### src/sv/iolfc_pkg.sv
`default_nettype none

package iolfc_pkg;

    // Running check seed and the length code that marks a bad frame
    localparam logic [7:0] SEED    = 8'h52;
    localparam logic [7:0] LEN_BAD = 8'hFF;

    // Frame status codes reported on the closing result
    localparam logic [1:0] ST_OK       = 2'd0;
    localparam logic [1:0] ST_MISMATCH = 2'd1;
    localparam logic [1:0] ST_BAD_LEN  = 2'd2;

    // Queue between the parser and the output stage
    localparam int QUEUE_DEPTH = 2;
    localparam int QUEUE_AW    = (QUEUE_DEPTH > 1) ? $clog2(QUEUE_DEPTH) : 1;

    // One classified result on its way to the output stage
    typedef struct packed {
        logic [7:0] payload_byte;
        logic       has_byte;
        logic [1:0] channel;
        logic       frame_end;
        logic       length_bad;
        logic [7:0] xor_acc;
        logic [5:0] rx_check;
    } t_item;

    // Fold an 8-bit running XOR down to the 6-bit check value
    function automatic logic [5:0] fold6(input logic [7:0] c);
        logic [5:0] r;
        r[5] = c[7] ^ c[5] ^ c[3] ^ c[1];
        r[4] = c[6] ^ c[4] ^ c[2] ^ c[0];
        r[3] = c[7] ^ c[6];
        r[2] = c[5] ^ c[4];
        r[1] = c[3] ^ c[2];
        r[0] = c[1] ^ c[0];
        return r;
    endfunction

endpackage

`default_nettype wire

### src/sv/iolfc_if.sv
`default_nettype none

interface iolfc_in_if;
    logic       valid;
    logic       ready;
    logic [7:0] byte_in;

    modport source (output valid, output byte_in, input ready);
    modport sink   (input valid, input byte_in, output ready);
endinterface


`default_nettype wire

### src/sv/iolfc_front.sv
`default_nettype none

module iolfc_front (
    input  wire logic          i_clk,
    input  wire logic          i_rst_n,
    iolfc_in_if.sink           i_in,
    input  wire logic          i_q_full,
    output logic               o_push,
    output iolfc_pkg::t_item   o_push_item
);

    localparam logic [1:0] PH_LEN = 2'd0;
    localparam logic [1:0] PH_CHK = 2'd1;
    localparam logic [1:0] PH_PAY = 2'd2;

    logic [1:0] r_phase,      n_phase;
    logic [7:0] r_bytes_left, n_bytes_left;
    logic [7:0] r_xor_acc,    n_xor_acc;
    logic [5:0] r_rx_check,   n_rx_check;
    logic [1:0] r_rx_channel, n_rx_channel;
    logic       r_length_bad, n_length_bad;

    logic       accept;
    logic [7:0] b;
    logic [7:0] left_dec;

    assign i_in.ready = !i_q_full;
    assign accept     = i_in.valid && !i_q_full;
    assign b          = i_in.byte_in;
    assign left_dec   = r_bytes_left - 8'd1;

    always_comb begin
        n_phase      = r_phase;
        n_bytes_left = r_bytes_left;
        n_xor_acc    = r_xor_acc;
        n_rx_check   = r_rx_check;
        n_rx_channel = r_rx_channel;
        n_length_bad = r_length_bad;
        o_push       = 1'b0;
        o_push_item  = '0;

        if (accept) begin
            unique case (r_phase)
                PH_CHK: begin
                    n_rx_channel = b[7:6];
                    n_rx_check   = b[5:0];
                    n_xor_acc    = iolfc_pkg::SEED ^ {b[7:6], 6'd0};
                    n_bytes_left = left_dec;
                    if (left_dec == '0) begin
                        // length one: the check byte closes the frame
                        n_phase                 = PH_LEN;
                        o_push                  = 1'b1;
                        o_push_item.channel     = b[7:6];
                        o_push_item.frame_end   = 1'b1;
                        o_push_item.length_bad  = r_length_bad;
                        o_push_item.xor_acc     = n_xor_acc;
                        o_push_item.rx_check    = b[5:0];
                    end else begin
                        n_phase = PH_PAY;
                    end
                end
                PH_PAY: begin
                    n_bytes_left = left_dec;
                    if (!r_length_bad) begin
                        n_xor_acc = r_xor_acc ^ b;
                    end
                    o_push_item.channel    = r_rx_channel;
                    o_push_item.length_bad = r_length_bad;
                    o_push_item.xor_acc    = n_xor_acc;
                    o_push_item.rx_check   = r_rx_check;
                    if (left_dec == '0) begin
                        n_phase                  = PH_LEN;
                        o_push                   = 1'b1;
                        o_push_item.frame_end    = 1'b1;
                        o_push_item.has_byte     = !r_length_bad;
                        o_push_item.payload_byte = r_length_bad ? 8'd0 : b;
                    end else if (!r_length_bad) begin
                        o_push                   = 1'b1;
                        o_push_item.has_byte     = 1'b1;
                        o_push_item.payload_byte = b;
                    end
                end
                default: begin
                    // length byte, also taken in the unused phase code
                    n_rx_channel = '0;
                    n_rx_check   = '0;
                    n_xor_acc    = '0;
                    n_bytes_left = b;
                    if (b == '0) begin
                        n_length_bad           = 1'b1;
                        n_phase                = PH_LEN;
                        o_push                 = 1'b1;
                        o_push_item.frame_end  = 1'b1;
                        o_push_item.length_bad = 1'b1;
                    end else begin
                        n_length_bad = (b == iolfc_pkg::LEN_BAD);
                        n_phase      = PH_CHK;
                    end
                end
            endcase
        end
    end

    always_ff @(posedge i_clk) begin
        if (!i_rst_n) begin
            r_phase      <= PH_LEN;
            r_bytes_left <= '0;
            r_xor_acc    <= '0;
            r_rx_check   <= '0;
            r_rx_channel <= '0;
            r_length_bad <= 1'b0;
        end else begin
            r_phase      <= n_phase;
            r_bytes_left <= n_bytes_left;
            r_xor_acc    <= n_xor_acc;
            r_rx_check   <= n_rx_check;
            r_rx_channel <= n_rx_channel;
            r_length_bad <= n_length_bad;
        end
    end

endmodule

`default_nettype wire

### src/flat_wrapper.sv
// flat-port wrapper written by rule: the top's interface ports become plain ports
module iolfc_front_flat 
  (i_clk, i_rst_n, i_q_full, o_push, o_push_item, i_in_valid, i_in_byte_in, i_in_ready);
  iolfc_in_if i_in_i ();
  input  wire logic i_clk;
  input  wire logic i_rst_n;
  input  wire logic i_q_full;
  output logic o_push;
  output iolfc_pkg::t_item o_push_item;
  input wire logic [$bits(i_in_i.valid)-1:0] i_in_valid;
  input wire logic [$bits(i_in_i.byte_in)-1:0] i_in_byte_in;
  output wire logic [$bits(i_in_i.ready)-1:0] i_in_ready;
  assign i_in_i.valid = i_in_valid;
  assign i_in_i.byte_in = i_in_byte_in;
  assign i_in_ready = i_in_i.ready;
  iolfc_front u_core (.i_clk(i_clk), .i_rst_n(i_rst_n), .i_in(i_in_i), .i_q_full(i_q_full), .o_push(o_push), .o_push_item(o_push_item));
endmodule
### config.mk
export PLATFORM = sky130hd
export DESIGN_NAME = iolfc_front_flat
export DESIGN_NICKNAME = d
export VERILOG_FILES = /design/src/sv/iolfc_pkg.sv /design/src/sv/iolfc_if.sv /design/src/sv/iolfc_front.sv /design/src/flat_wrapper.sv
export SDC_FILE = /design/constraint.sdc
export NUM_CORES = 1
export LEC_CHECK = 0
export ABC_CLOCK_PERIOD_IN_PS = 2500
export BUFFER_PORTS_ARGS = -buffer_cell sky130_fd_sc_hd__buf_2
export CELL_PAD_IN_SITES_DETAIL_PLACEMENT = 0
export CELL_PAD_IN_SITES_GLOBAL_PLACEMENT = 2
export CORE_UTILIZATION = 29
export DETAILED_ROUTE_END_ITERATION = 8
export GPL_ROUTABILITY_DRIVEN = 1
export HOLD_SLACK_MARGIN = 0.08
export PLACE_DENSITY = 0.82
export REMOVE_ABC_BUFFERS = 1
export SYNTH_ARGS = -nofsm -noshare
export SYNTH_HDL_FRONTEND = slang
export SYNTH_SLANG_ARGS = --single-unit
### constraint.sdc
create_clock -name i_clk -period 2.5 [get_ports i_clk]
set_clock_uncertainty 0.2 [all_clocks]
set_input_delay 0.125 -clock i_clk [delete_from_list [all_inputs] [get_ports i_clk]]
set_output_delay 0.125 -clock i_clk [all_outputs]
set_load 0.05 [all_outputs]
* Word-level counts from Yosys, hierarchy flattened
Index checks and enable logic that the tools add are counted.
** Cells by class
- Add/subtract/negate cells :: 1
- Equality and inequality tests :: 4
- Mux-type cells :: 26
- Bitwise gates (word level) :: 4
- Reduce and logical (&&, ||, !) cells :: 9
** Operators by type and width (number)
- $pmux W14 S2 :: 1
- $mux W27 :: 1
- $mux W9 :: 3
- $mux W8 :: 3
- $mux W18 :: 1
- $logic_not A8 Y1 :: 2
- $pmux W2 S2 :: 4
- $pmux W8 S2 :: 1
- $pmux W6 S2 :: 1
- $eq A8 B8 Y1 const B :: 1
- $sub A8 B1 Y8 const B :: 1
- $xor A8 B8 Y8 :: 1
- $mux W1 :: 7
- $mux W2 :: 3
- $reduce_and A2 Y1 :: 3
- $not A3 Y3 :: 1
- $eq A2 B1 Y1 const B :: 1
- $eq A2 B2 Y1 const B :: 1
- $logic_not A1 Y1 :: 2
- $ne A2 B1 Y1 const B :: 1
- $not A1 Y1 :: 2
- $pmux W1 S2 :: 1
- $reduce_or A2 Y1 :: 1
- $logic_and A1 B1 Y1 :: 1
** Word-level totals
- Flip-flop bits (word level) :: 27
- Input bits :: 12
- Output and inout port bits :: 29

* Longest topological paths before layout
- Depth in word-level cells :: 5
- Depth in mapped cells :: 9
- Gate-level depth less buffers :: 7

* Least setup slack after synthesis
No wires, ideal clock.
- Path type :: register to output
- From :: reg u_core.r_phase[0]
- To :: out o_push
- Arrival time :: 2.597 ns
- Required time :: 2.175 ns
- Setup slack :: -0.422 ns
- Stages on the path, launching flop included :: 8
- Path buffers :: 1
- Cell sequence :: dfxtp_1 -> inv_1 -> ha_1 -> clkbuf_1 -> nand2_1 -> nor2_1 -> inv_1 -> a21oi_1
** On the way
- Word-level cells in the longest chain between the ends :: 3
- Elaborated cells between the ends (all ways) :: 4
- Those cells by class :: 2 x eq/ne; 2 x mux
** Ends and longest elaborated chain
- start, declared :: line iolfc_front.sv:16 : logic [1:0] r_phase, n_phase;
- start signal, assigned :: line iolfc_front.sv:113 : r_phase <= n_phase;
- $eq A2 B2 Y1 or $eq A2 B1 Y1 (tied branches) :: line iolfc_front.sv:43 : unique case (r_phase)
- $pmux W1 S2 (*) :: line iolfc_front.sv:43
- $mux W1 (*) :: line iolfc_front.sv:42 : if (accept) begin
- end, declared :: line flat_wrapper.sv:8 : output logic o_push;
Mark *: on every way between the ends. The rest lies on a longest branch, timed or not.

==> metrics.csv <==
metric,value,unit
cts_buffers,3,
hold_path.class,in2reg,
hold_viol,0,
async_flop_share,0,%
tritoncts,built,
cts.root.buffer_cell,clkbuf_8,
p_seq_share,48.6,%
grt_antenna_before_repair,0,
pre_cts_slack,0.0851,ns
core-area,0.00589,mm^2
vdd_drop_max,0.182,mV
grt_max_degree,23,
postRouteAntennaNets,0,
ios,41,
clockBufferDepth,2,
synthTopCellsByCount,"29 x nor2_1, 28 x a21oi_1, 28 x nand2_1",
clock_latency,0.28,ns
synth_compound_area_share,23.0,%
layout-area-overhead-vs-synth,29.1,%
synth.avg_cell_area,7.28,um^2
crit_path_start_kind,flop,
cts_sinks,27,
hold_path_end,u_core.r_bytes_left[1],
overflow,0,
finalPower,0.949,mW
synthSimpleGateAreaFrac,30.9,%
synthCells,243,
path_max_fanout,5,
synthAdderAreaFrac,2.83,%
drv_cap,0,
muxShareOfSynthArea,0.566,%
synthFlopType,dfxtp_1,
wire_per_inst,14.4,um
slew_viol_final,0,
drt-total-wl,5300,um
synth_xor_area_share,4.95,%
drt_iter0_drc,96,
synth_edf_count,0,
pwr-share-clk,27.7,%
min-delay-start,i_in_valid,
relSlewSlack,49.9,%
setup_viol,0,
cp.arrival,2.02,ns
fin_crit_sh,93.8,%
reg2reg_slack,0.43,ns
crit_type,reg2out,
synth-seq-area-share,30.6,%
vias,1895,
synth_top_area_share,30.6,%
fmaxAchievable,0.426,GHz
io_buffers,40,
nNetsFinal,311,
worstPathRequired,2.17,ns
outcome,finished clean,
worst_pin_slew,0.750,ns
yosys-top-cells-area,"dfxtp_1 31%, a21oi_1 7.9%, nor2_1 6.2%",
yosysTopAreaCell,dfxtp_1,
die_w,80.1,um
fin_crit,2.35,ns
rsz0062_at_grt,false,
drive_gt1_share,25.9,%
yosysUniqueCellTypes,39,
finalNonFillerCells,369,
synth_top_family_by_area,simple AND/OR/NAND/NOR gates,
p_comb_share,23.7,%
fin_ws,0.154,ns
drc,0,
ys_ff_latch,27,
yosysMostFrequentCell,nor2_1,
synthesis.area,0.00177,mm^2
gp_congestion,0.769,
fp.dieArea,0.00641,mm^2
p_per_area,416,mW/mm^2
p_leak,0.923,nW
start_util,30.0,%
vias_per_cell,5.14,
grt.total_usage,17.4,%
cts_max_level,1,
endpoint_kind,primary output,
ys_warn_count,0,
rr_startpoint,u_core.r_phase[0],
grt_pass1_wl,8530,um
die_height,80.1,um
internal_power,0.650,mW
first_pass_iters,4,
antenna_cells,0,
clkTransAtPathRegs,0.10,ns
p_sw,0.299,mW
reg2regPathDepth,7,
nFillCells,641,
dp_hpwl,3800,um
reg2reg_to,u_core.r_bytes_left[6],
rows,28,
netSwitchingFraction,31.5,%
grt_pass1_vias,1705,
dpl.cell_count,355,
min_path_cells,5,
[power groups by stage]
| stage | registers (mW) | clock network (mW) | logic [mW] |
|---|---|---|---|
| 2_1_floorplan | 0.466 | 0 | 0.132 |
| 3_3_place_gp | 0.470 | 0 | 0.206 |
| 3_5_place_dp | 0.470 | 0 | 0.205 |
| 4_1_cts | 0.460 | 0.275 | 0.226 |
| 5_1_grt | 0.463 | 0.296 | 0.251 |
| 6_report | 0.461 | 0.263 | 0.225 |
[final cells by class]
cell class / instances / area, um^2 / area share [%]
multi-input cells: 192 / 1140 / 50.1
flip-flops and latches: 27 / 543 / 23.8
repair buffers: 62 / 423 / 18.5
well taps: 75 / 93.8 / 4.11
clock buffers: 3 / 41.3 / 1.81
inverters: 9 / 33.8 / 1.48
clock inverters: 1 / 5.00 / 0.219
[per-stage QoR]
step | hold slack (ns) | setup TNS, ns | utilization, % | area (um^2)
4_1_cts | 0.177 | 0 | 38.5 | 2270
6_report | 0.168 | 0 | 38.8 | 2280
3_3_place_gp | 0.246 | 0 | 35.0 | 2060
2_1_floorplan | 0.0668 | -3.52 | - | 1680
3_5_place_dp | 0.248 | 0 | 35.0 | 2060
5_1_grt | 0.204 | 0 | 38.8 | 2280
[cell families (layout without fill, tap and decap cells)]
kind of cell	count (synthesis)	after routing
muxes	1	1
AOI/OAI and AO/OA	67	67
DFF	27	27
xor gates and xnor gates	10	10
and+or+nand+nor	110	110
adders and majority gates	4	4
buffers and inverters	24	75
[worst max-delay path, stage by stage, from the launching register on]
cell	delay, ns
dfxtp_2	0.33
inv_1	0.06
ha_4	0.17
xor2_1	0.15
nor4_2	0.18
and3_4	0.25
buf_6	0.11
nand2_2	0.07
a211oi_2	0.23
buf_6	0.19
[routing by layer]
metal  vias up  global-route usage (%)  share of wire, %
li1        954                       -                 -
met1       875                    22.7                49
met2        54                    28.5                44
met3        12                    2.05               4.1
met4         0                    7.86               3.0
met5         -                       0                 0
[cells in the final DEF, fill, tap and decap left out, types with 6 or more instances in the layout]
cell type	n
a21oi_1	28
a22o_1	7
and2_1	8
buf_2	29
buf_4	21
dfxtp_1	25
dlygate4sd3_1	9
inv_1	8
nand2_1	27
nand3_1	14
nor2_1	28
nor2b_1	6
o21ai_0	15
xnor2_1	8
[registers in the layout, summed over array words and instances (netlist names)]
| name | cells |
|---|---|
| u_core.r_bytes_left | 8 |
| u_core.r_phase | 2 |
| u_core.r_length_bad | 1 |
| u_core.r_rx_check | 6 |
| u_core.r_xor_acc | 8 |
| u_core.r_rx_channel | 2 |
[repair_timing]
action | in CTS | in global routing
pin swaps | 4 | 2
buffers inserted | 1 | 0
hold buffers | 9 | 0
endpoints found under the setup margin | 12 | 19
hold endpoints to repair | 17 | 0
resized for setup | 23 | 5
[worst max-delay path by stage]
stage | startpoint | endpoint | slack [ns]
3_5_place_dp | u_core.r_bytes_left[1] | o_push_item[3] | 0.09
5_1_grt | u_core.r_bytes_left[0] | o_push_item[14] | 0.04
3_3_place_gp | u_core.r_bytes_left[1] | o_push_item[5] | 0.12
2_1_floorplan | i_in_valid | o_push | -0.56
6_report | u_core.r_bytes_left[0] | o_push_item[14] | 0.15
4_1_cts | u_core.r_bytes_left[0] | o_push_item[14] | 0.003
No activity file was read; power rests on OpenSTA's default activity.
